[src/hdl/mexp_pkg.sv]
package mexp_pkg;

	// Operand width of the datapath and the configuration registers.
	localparam int WIDTH = 32;
	// Width of a bit position within one operand.
	localparam int IDX_W = $clog2(WIDTH);

	// Configuration register indexes.
	localparam int REG_IDX_W = 2;
	localparam logic [REG_IDX_W-1:0] REG_MODULUS = 2'd0;
	localparam logic [REG_IDX_W-1:0] REG_PUBLIC_EXP = 2'd1;
	localparam logic [REG_IDX_W-1:0] REG_PRIVATE_EXP = 2'd2;

	// Item classes decided by the front end.
	localparam int CLS_W = 2;
	localparam logic [CLS_W-1:0] CLS_ONE = 2'd0;
	localparam logic [CLS_W-1:0] CLS_ZERO = 2'd1;
	localparam logic [CLS_W-1:0] CLS_POW = 2'd2;

	// Depth of the queue between front and back end.
	localparam int QDEPTH = 2;
	localparam int QPTR_W = $clog2(QDEPTH);
	localparam int QCNT_W = $clog2(QDEPTH + 1);

	// One classified item, with the operands it needs.
	typedef struct packed {
		logic [CLS_W-1:0] cls;
		logic [WIDTH-1:0] exponent;
		logic [WIDTH-1:0] message;
		logic [WIDTH-1:0] modulus;
	} item_t;

	// (x + y) mod n for x, y below n.
	function automatic logic [WIDTH-1:0] add_mod(input logic [WIDTH-1:0] x,
		input logic [WIDTH-1:0] y, input logic [WIDTH-1:0] n);
		logic [WIDTH:0] s;
		s = {1'b0, x} + {1'b0, y};
		if (s >= {1'b0, n}) begin
			s = s - {1'b0, n};
		end
		return s[WIDTH-1:0];
	endfunction

endpackage

[src/hdl/modular_exponentiation.sv]
// Channel        Direction  Handshake            Payload
// configuration  in         wr_en                wr_index, wr_data
// items          in         push / full          action, message
// results        out        pop / empty          result
//
// One shared bit-serial multiplier does a multiply per set exponent bit and a
// square per bit below the top set bit, with the leading zero bits skipped one
// per scan step; a zero exponent or zero modulus bypasses the multiplier.
// Reset sets the modulus and both exponents to 1 and empties the queues.
// A two-entry item queue and a result register let either side stall.
module modular_exponentiation (
	input  logic                              clk,
	input  logic                              arst_n,
	input  logic                              wr_en,
	input  logic [mexp_pkg::REG_IDX_W-1:0]    wr_index,
	input  logic [mexp_pkg::WIDTH-1:0]        wr_data,
	input  logic                              push,
	output logic                              full,
	input  logic                              action,
	input  logic [mexp_pkg::WIDTH-1:0]        message,
	output logic                              empty,
	input  logic                              pop,
	output logic [mexp_pkg::WIDTH-1:0]        result
);

	logic q_push;
	logic q_pop;
	logic q_full;
	logic q_empty;
	mexp_pkg::item_t in_item;
	mexp_pkg::item_t head_item;

	// The front end owns the configuration registers, picks the exponent that the
	// action selects, and sorts out the trivial cases before the item is queued.
	mexp_front u_front (
		.clk      (clk),
		.arst_n   (arst_n),
		.wr_en    (wr_en),
		.wr_index (wr_index),
		.wr_data  (wr_data),
		.push     (push),
		.action   (action),
		.message  (message),
		.q_full   (q_full),
		.q_push   (q_push),
		.q_item   (in_item)
	);

	// Short queue that decouples accepting a transaction from working on it.
	mexp_queue u_queue (
		.clk       (clk),
		.arst_n    (arst_n),
		.push      (q_push),
		.push_item (in_item),
		.pop       (q_pop),
		.head_item (head_item),
		.full      (q_full),
		.empty     (q_empty)
	);

	// The back end runs square and multiply over the exponent, most significant
	// bit first, and holds the finished result until it is popped.
	mexp_back u_back (
		.clk     (clk),
		.arst_n  (arst_n),
		.q_empty (q_empty),
		.q_item  (head_item),
		.q_pop   (q_pop),
		.pop     (pop),
		.empty   (empty),
		.result  (result)
	);

	assign full = q_full;

	// The back end only takes an item that is really waiting.
	assert property (@(posedge clk) disable iff (!arst_n) q_pop |-> !q_empty)
		else $error("back end popped an empty item queue");

	// The front end never pushes into a full queue.
	assert property (@(posedge clk) disable iff (!arst_n) q_push |-> !q_full)
		else $error("front end pushed into a full item queue");

	// An accepted transaction lands in the item queue on the next cycle.
	assert property (@(posedge clk) disable iff (!arst_n)
		(q_push && !q_pop) |=> !q_empty)
		else $error("pushed item did not reach the queue");

endmodule

[src/hdl/mexp_front.sv]
module mexp_front (
	input  logic                                clk,
	input  logic                                arst_n,
	input  logic                                wr_en,
	input  logic [mexp_pkg::REG_IDX_W-1:0]      wr_index,
	input  logic [mexp_pkg::WIDTH-1:0]          wr_data,
	input  logic                                push,
	input  logic                                action,
	input  logic [mexp_pkg::WIDTH-1:0]          message,
	input  logic                                q_full,
	output logic                                q_push,
	output mexp_pkg::item_t                     q_item
);

	logic [mexp_pkg::WIDTH-1:0] modulus_q;
	logic [mexp_pkg::WIDTH-1:0] public_exp_q;
	logic [mexp_pkg::WIDTH-1:0] private_exp_q;
	logic [mexp_pkg::WIDTH-1:0] exp_sel;

	always_ff @(posedge clk or negedge arst_n) begin
		if (!arst_n) begin
			modulus_q <= mexp_pkg::WIDTH'(1);
			public_exp_q <= mexp_pkg::WIDTH'(1);
			private_exp_q <= mexp_pkg::WIDTH'(1);
		end else if (wr_en) begin
			case (wr_index)
				mexp_pkg::REG_MODULUS: modulus_q <= wr_data;
				mexp_pkg::REG_PUBLIC_EXP: public_exp_q <= wr_data;
				mexp_pkg::REG_PRIVATE_EXP: private_exp_q <= wr_data;
				default: ;
			endcase
		end
	end

	assign exp_sel = action ? private_exp_q : public_exp_q;

	// A zero exponent gives one before anything else; a zero modulus gives zero.
	always_comb begin
		q_item.exponent = exp_sel;
		q_item.message = message;
		q_item.modulus = modulus_q;
		if (exp_sel == '0) begin
			q_item.cls = mexp_pkg::CLS_ONE;
		end else if (modulus_q == '0) begin
			q_item.cls = mexp_pkg::CLS_ZERO;
		end else begin
			q_item.cls = mexp_pkg::CLS_POW;
		end
	end

	assign q_push = push && !q_full;

endmodule

[src/hdl/mexp_queue.sv]
module mexp_queue (
	input  logic            clk,
	input  logic            arst_n,
	input  logic            push,
	input  mexp_pkg::item_t push_item,
	input  logic            pop,
	output mexp_pkg::item_t head_item,
	output logic            full,
	output logic            empty
);

	mexp_pkg::item_t mem_q [mexp_pkg::QDEPTH];
	logic [mexp_pkg::QPTR_W-1:0] wptr_q;
	logic [mexp_pkg::QPTR_W-1:0] rptr_q;
	logic [mexp_pkg::QCNT_W-1:0] count_q;
	logic do_push;
	logic do_pop;

	assign full = (count_q == mexp_pkg::QCNT_W'(mexp_pkg::QDEPTH));
	assign empty = (count_q == '0);
	assign do_push = push && !full;
	assign do_pop = pop && !empty;
	assign head_item = mem_q[rptr_q];

	always_ff @(posedge clk) begin
		if (do_push) begin
			mem_q[wptr_q] <= push_item;
		end
	end

	always_ff @(posedge clk or negedge arst_n) begin
		if (!arst_n) begin
			wptr_q <= '0;
			rptr_q <= '0;
			count_q <= '0;
		end else begin
			if (do_push) begin
				wptr_q <= (wptr_q == mexp_pkg::QPTR_W'(mexp_pkg::QDEPTH - 1)) ? '0 :
					wptr_q + mexp_pkg::QPTR_W'(1);
			end
			if (do_pop) begin
				rptr_q <= (rptr_q == mexp_pkg::QPTR_W'(mexp_pkg::QDEPTH - 1)) ? '0 :
					rptr_q + mexp_pkg::QPTR_W'(1);
			end
			if (do_push && !do_pop) begin
				count_q <= count_q + mexp_pkg::QCNT_W'(1);
			end else if (do_pop && !do_push) begin
				count_q <= count_q - mexp_pkg::QCNT_W'(1);
			end
		end
	end

endmodule

[src/hdl/mexp_mul.sv]
module mexp_mul (
	input  logic                       clk,
	input  logic                       arst_n,
	input  logic                       start,
	input  logic [mexp_pkg::WIDTH-1:0] a,
	input  logic [mexp_pkg::WIDTH-1:0] b,
	input  logic [mexp_pkg::WIDTH-1:0] n,
	output logic                       done,
	output logic [mexp_pkg::WIDTH-1:0] p
);

	// Interleaved modular multiply: one bit of b per cycle, most significant first.
	// Requires a below n; b may be any value.
	logic [mexp_pkg::WIDTH-1:0] acc_q;
	logic [mexp_pkg::WIDTH-1:0] a_q;
	logic [mexp_pkg::WIDTH-1:0] b_q;
	logic [mexp_pkg::WIDTH-1:0] n_q;
	logic [mexp_pkg::IDX_W-1:0] cnt_q;
	logic busy_q;
	logic done_q;
	logic [mexp_pkg::WIDTH-1:0] dbl;
	logic [mexp_pkg::WIDTH-1:0] acc_next;

	assign dbl = mexp_pkg::add_mod(acc_q, acc_q, n_q);
	assign acc_next = b_q[mexp_pkg::WIDTH-1] ? mexp_pkg::add_mod(dbl, a_q, n_q) : dbl;

	always_ff @(posedge clk) begin
		if (start) begin
			acc_q <= '0;
			a_q <= a;
			b_q <= b;
			n_q <= n;
		end else if (busy_q) begin
			acc_q <= acc_next;
			b_q <= {b_q[mexp_pkg::WIDTH-2:0], 1'b0};
		end
	end

	always_ff @(posedge clk or negedge arst_n) begin
		if (!arst_n) begin
			busy_q <= 1'b0;
			done_q <= 1'b0;
			cnt_q <= '0;
		end else begin
			done_q <= 1'b0;
			if (start) begin
				busy_q <= 1'b1;
				cnt_q <= mexp_pkg::IDX_W'(mexp_pkg::WIDTH - 1);
			end else if (busy_q) begin
				cnt_q <= cnt_q - mexp_pkg::IDX_W'(1);
				if (cnt_q == '0) begin
					busy_q <= 1'b0;
					done_q <= 1'b1;
				end
			end
		end
	end

	assign done = done_q;
	assign p = acc_q;

endmodule

[src/hdl/mexp_back.sv]
module mexp_back (
	input  logic                       clk,
	input  logic                       arst_n,
	input  logic                       q_empty,
	input  mexp_pkg::item_t            q_item,
	output logic                       q_pop,
	input  logic                       pop,
	output logic                       empty,
	output logic [mexp_pkg::WIDTH-1:0] result
);

	localparam logic [1:0] ST_IDLE = 2'd0;
	localparam logic [1:0] ST_BIT = 2'd1;
	localparam logic [1:0] ST_MUL = 2'd2;
	localparam logic [1:0] ST_OUT = 2'd3;

	logic [1:0] state_q;
	logic [mexp_pkg::WIDTH-1:0] exp_q;
	logic [mexp_pkg::WIDTH-1:0] msg_q;
	logic [mexp_pkg::WIDTH-1:0] mod_q;
	logic [mexp_pkg::WIDTH-1:0] r_q;
	logic [mexp_pkg::IDX_W-1:0] idx_q;
	logic seen_q;
	logic square_q;
	logic start_q;
	logic [mexp_pkg::WIDTH-1:0] op_a_q;
	logic [mexp_pkg::WIDTH-1:0] op_b_q;
	logic [mexp_pkg::WIDTH-1:0] out_q;
	logic out_valid_q;
	logic mul_done;
	logic [mexp_pkg::WIDTH-1:0] mul_p;
	logic out_load;

	mexp_mul u_mul (
		.clk    (clk),
		.arst_n (arst_n),
		.start  (start_q),
		.a      (op_a_q),
		.b      (op_b_q),
		.n      (mod_q),
		.done   (mul_done),
		.p      (mul_p)
	);

	assign q_pop = (state_q == ST_IDLE) && !q_empty;
	assign out_load = (state_q == ST_OUT) && (!out_valid_q || pop);

	always_ff @(posedge clk) begin
		if (q_pop) begin
			exp_q <= q_item.exponent;
			msg_q <= q_item.message;
			mod_q <= q_item.modulus;
			idx_q <= mexp_pkg::IDX_W'(mexp_pkg::WIDTH - 1);
			case (q_item.cls)
				mexp_pkg::CLS_ONE: r_q <= mexp_pkg::WIDTH'(1);
				mexp_pkg::CLS_ZERO: r_q <= '0;
				default: r_q <= (q_item.modulus == mexp_pkg::WIDTH'(1)) ? '0 :
					mexp_pkg::WIDTH'(1);
			endcase
		end else if (state_q == ST_BIT) begin
			if (!exp_q[mexp_pkg::WIDTH-1] && !seen_q) begin
				exp_q <= {exp_q[mexp_pkg::WIDTH-2:0], 1'b0};
				idx_q <= idx_q - mexp_pkg::IDX_W'(1);
			end
			op_a_q <= r_q;
			op_b_q <= exp_q[mexp_pkg::WIDTH-1] ? msg_q : r_q;
		end else if (state_q == ST_MUL && mul_done) begin
			r_q <= mul_p;
			op_a_q <= mul_p;
			op_b_q <= mul_p;
			if (!(!square_q && idx_q != '0) && idx_q != '0) begin
				exp_q <= {exp_q[mexp_pkg::WIDTH-2:0], 1'b0};
				idx_q <= idx_q - mexp_pkg::IDX_W'(1);
			end
		end
		if (out_load) begin
			out_q <= r_q;
		end
	end

	always_ff @(posedge clk or negedge arst_n) begin
		if (!arst_n) begin
			state_q <= ST_IDLE;
			seen_q <= 1'b0;
			square_q <= 1'b0;
			start_q <= 1'b0;
			out_valid_q <= 1'b0;
		end else begin
			start_q <= 1'b0;
			case (state_q)
				ST_IDLE: begin
					if (q_pop) begin
						seen_q <= 1'b0;
						state_q <= (q_item.cls == mexp_pkg::CLS_POW) ? ST_BIT : ST_OUT;
					end
				end
				ST_BIT: begin
					if (exp_q[mexp_pkg::WIDTH-1]) begin
						seen_q <= 1'b1;
						square_q <= 1'b0;
						start_q <= 1'b1;
						state_q <= ST_MUL;
					end else if (seen_q) begin
						if (idx_q != '0) begin
							square_q <= 1'b1;
							start_q <= 1'b1;
							state_q <= ST_MUL;
						end else begin
							state_q <= ST_OUT;
						end
					end
				end
				ST_MUL: begin
					if (mul_done) begin
						if (!square_q && idx_q != '0) begin
							square_q <= 1'b1;
							start_q <= 1'b1;
						end else if (idx_q == '0) begin
							state_q <= ST_OUT;
						end else begin
							state_q <= ST_BIT;
						end
					end
				end
				ST_OUT: begin
					if (out_load) begin
						state_q <= ST_IDLE;
					end
				end
				default: state_q <= ST_IDLE;
			endcase
			if (out_load) begin
				out_valid_q <= 1'b1;
			end else if (pop && out_valid_q) begin
				out_valid_q <= 1'b0;
			end
		end
	end

	assign empty = !out_valid_q;
	assign result = out_q;

endmodule
[config.mk]
export PLATFORM = sky130hd
export DESIGN_NAME = modular_exponentiation
export DESIGN_NICKNAME = d
export VERILOG_FILES = /design/src/hdl/mexp_pkg.sv /design/src/hdl/modular_exponentiation.sv /design/src/hdl/mexp_front.sv /design/src/hdl/mexp_queue.sv /design/src/hdl/mexp_mul.sv /design/src/hdl/mexp_back.sv
export SDC_FILE = /design/constraint.sdc
export NUM_CORES = 1
export LEC_CHECK = 0
export CAP_MARGIN = 20
export CORE_MARGIN = 1.5
export CORE_UTILIZATION = 65
export CTS_BUF_LIST = sky130_fd_sc_hd__clkbuf_16
export DETAILED_ROUTE_END_ITERATION = 10
export DONT_BUFFER_PORTS = 1
export HOLD_SLACK_MARGIN = 0.08
export PLACE_DENSITY = 0.82
export SLEW_MARGIN = 15
export SYNTH_ARGS = -nofsm -noshare
export SYNTH_HDL_FRONTEND = slang
export SYNTH_SLANG_ARGS = --single-unit
[constraint.sdc]
create_clock -name clk -period 11.8 [get_ports clk]
set_input_delay 1.18 -clock clk [delete_from_list [all_inputs] [get_ports clk]]
set_output_delay 1.18 -clock clk [all_outputs]
set_load 0.05 [all_outputs]
==> out/qor.txt <==
outcome - complete, no violations
synth warn - 0
die height - 220 um
RR Startpoint - u_back.u_mul.p[3]
Reg clk slew, reported paths - 0.06 ns
drt total wl - 71300 um
area grow syn2layout - 9.09%
count of final setup violators - 0
cts hold-fix bufs - 0
CP Data Arrival Time - 9.54 ns
EDFF count, synth - 516
initial drt markers - 1548
row count - 79
register area share after synthesis - 62.2%
final hold violations - 0
Synth area leader - edfxtp_1
unrepaired setup endpoints after global routing - false
Hold WS - 0.264 ns
fin cells - 2938
top cells by count, synth - 516 x edfxtp_1, 260 x mux2_2, 155 x a21oi_1
DRT Pass-1 Iters - 5
Die X - 220 um
share of the synthesized area in the top cell type - 50.6%
Tmin final - 9.10 ns
Max-cap violations - 0
Post-CTS Setup Bufs - 0
Num CTS Buffers - 67
CP max-delay cell - o31ai_4
io pins - 106
H-tree Lvls - 3
Synth Instances - 2266
initial antenna violation count - 0
CTS tree - built
fin crit share - 77.2%
Clock Tree Buf Depth - 3
CP Launch Type - flip-flop
via/cell ratio - 6.30
global-route wire length before repair - 110000 um
global route total overflow - 0
fraction of layout cells with a size suffix above 1 - 17.2%
Final ANT Viol Nets - 0
dpl hpwl - 48800 um
Vias - 18511
DRC violations left - 0
Nets - 2457
Syn Nets - 2446
HP Class - primary input to async pin
Worst Tran Pin Value - 1.04 ns
root buffer cell - clkbuf_16
vias in the first global route - 18726
largest cells by area after synthesis - edfxtp_1 51%, mux2_2 9.6%, dfrtp_1 9.0%
Clock Latency Late Sink - 0.63 ns
wire per inst - 24.3 um
CP max FO - 28
largest net degree at the start of global routing - 114
worst r2r dst - u_back.u_mul.p[2]
fill count - 2972
main flop type after synthesis - edfxtp_1
CP Capture Type - flip-flop
synthesized cell area - 30600 sq um
Worst Path Required - 12.24 ns
design area - 33400 sq um
Fmax - 110 MHz
register with the most flip-flops - u_queue.mem_q
critical path class - flip-flop to flip-flop
dpl cells - 2815
Register Area - 19100 sq um
fin. max-slew vios - 0
Core ar. - 46600 sq um
Clock Sinks - 666
Final TNS setup - 0 ns
flops & latches, synth - 666
IO Port Bufs - 0
Synth cell types - 70
Largest register FFs - 196
initial core utilization - 65.8%
Slew headroom - 31.0%
Post-DP Area - 31300 sq um
asr flop ratio synth - 17.0%
worst reg-to-reg setup slack - 2.70 ns
reg2reg path depth - 31
CP max stage delay - 0.77 ns
Diodes inserted - 0
post_cts resized - 0
cell with the most instances after synthesis - edfxtp_1
die area - 48400 sq um
Syn Area/Cell - 13.5 sq um
RePlAce Congestion - 0.966
GR Util All Layers - 30.3%
Multi-input gate area - 11000 sq um
Final Skew - 0.0460 ns
==> worst max-delay path by stage <==
stage / startpoint / end / slack, ns / cells past startpoint
floorplan: u_back.u_mul.n_q[6] / u_back.u_mul.p[7] / 4.79 / 33
global placement: u_back.u_mul.p[6] / u_back.u_mul.p[2] / 3.08 / 33
detailed placement: u_back.u_mul.p[5] / u_back.u_mul.p[2] / 2.92 / 33
CTS: u_back.u_mul.p[5] / u_back.u_mul.p[2] / 2.85 / 33
global route: u_back.u_mul.n_q[3] / u_back.u_mul.p[2] / 2.13 / 32
finish: u_back.u_mul.p[3] / u_back.u_mul.p[2] / 2.70 / 31
==> per-stage QoR <==
stage	utilization, %	worst slack [ns]
final	71.8	2.70
after global routing	71.8	2.13
after CTS	71.8	2.85
after detailed placement	67.3	2.92
after global placement	67.3	3.08
after floorplan	-	4.79
==> cells in the final DEF, fill, tap and decap left out, types with 12 or more instances in the layout <==
master     synthesis  routed
a21o_1            56      56
a21oi_1          155     153
a221o_1           12      12
a31oi_1           16      16
and2_1            40      40
and3_1            18      17
buf_4              3      24
clkbuf_16          0      70
clkinv_1           0      15
dfrtp_1          110     108
dfxtp_1           37      37
edfxtp_1         516     516
ha_1             105     104
inv_1             73      87
mux2_2           260     260
mux2i_1           86      86
nand2_1          111     111
nand2b_1          22      22
nand3_1           26      26
nor2_1           140     138
nor2b_1           14      14
nor3_1            18      18
nor4_1            22      22
o21a_1            14      14
o21ai_0          101     100
o21bai_1          12      12
xnor2_1           59      59
xor2_1            36      36
==> logic make-up (layout without fill, tap and decap cells) <==
kind of cell,count (synthesis),after routing,share of synthesized area (%)
fa+ha+maj,108,108,4.48
compound gates,448,448,9.11
simple gates,447,447,7.07
flops,666,666,62.2
buf+inv,155,220,1.97
xor+xnor,95,95,2.72
mux,347,347,12.4
==> critical path, delay by kind of cell (launching register included) <==
kind / cells / cell delay [ns]
AO/OA/AOI/OAI: 15 / 4.60
XOR/XNOR: 1 / 0.19
adder cells (fa/ha/maj): 3 / 0.99
buffers and inverters: 2 / 0.83
flip-flops: 1 / 0.37
multiplexers: 3 / 0.89
AND/OR/NAND/NOR: 7 / 1.06
==> layer usage <==
metal | up-vias | wire length, um | global-route usage, %
li1 | 8545 | - | -
met1 | 9259 | 29100 | 38.6
met2 | 553 | 35800 | 51.6
met3 | 154 | 3420 | 4.84
met4 | 0 | 2960 | 12.7
met5 | - | 0 | 0
==> layout make-up <==
cell class	count	area share (%)
clock buffer	70	5.24
clock inverter	53	1.04
inverter	73	0.820
multi-input combinational	1445	33.0
sequential	666	57.1
tap	607	2.27
timing repair buffer	24	0.539
Power is left out: the tool's default activity adds up to more than one toggle a clock period on the data nets, which glitch-free logic cannot reach.
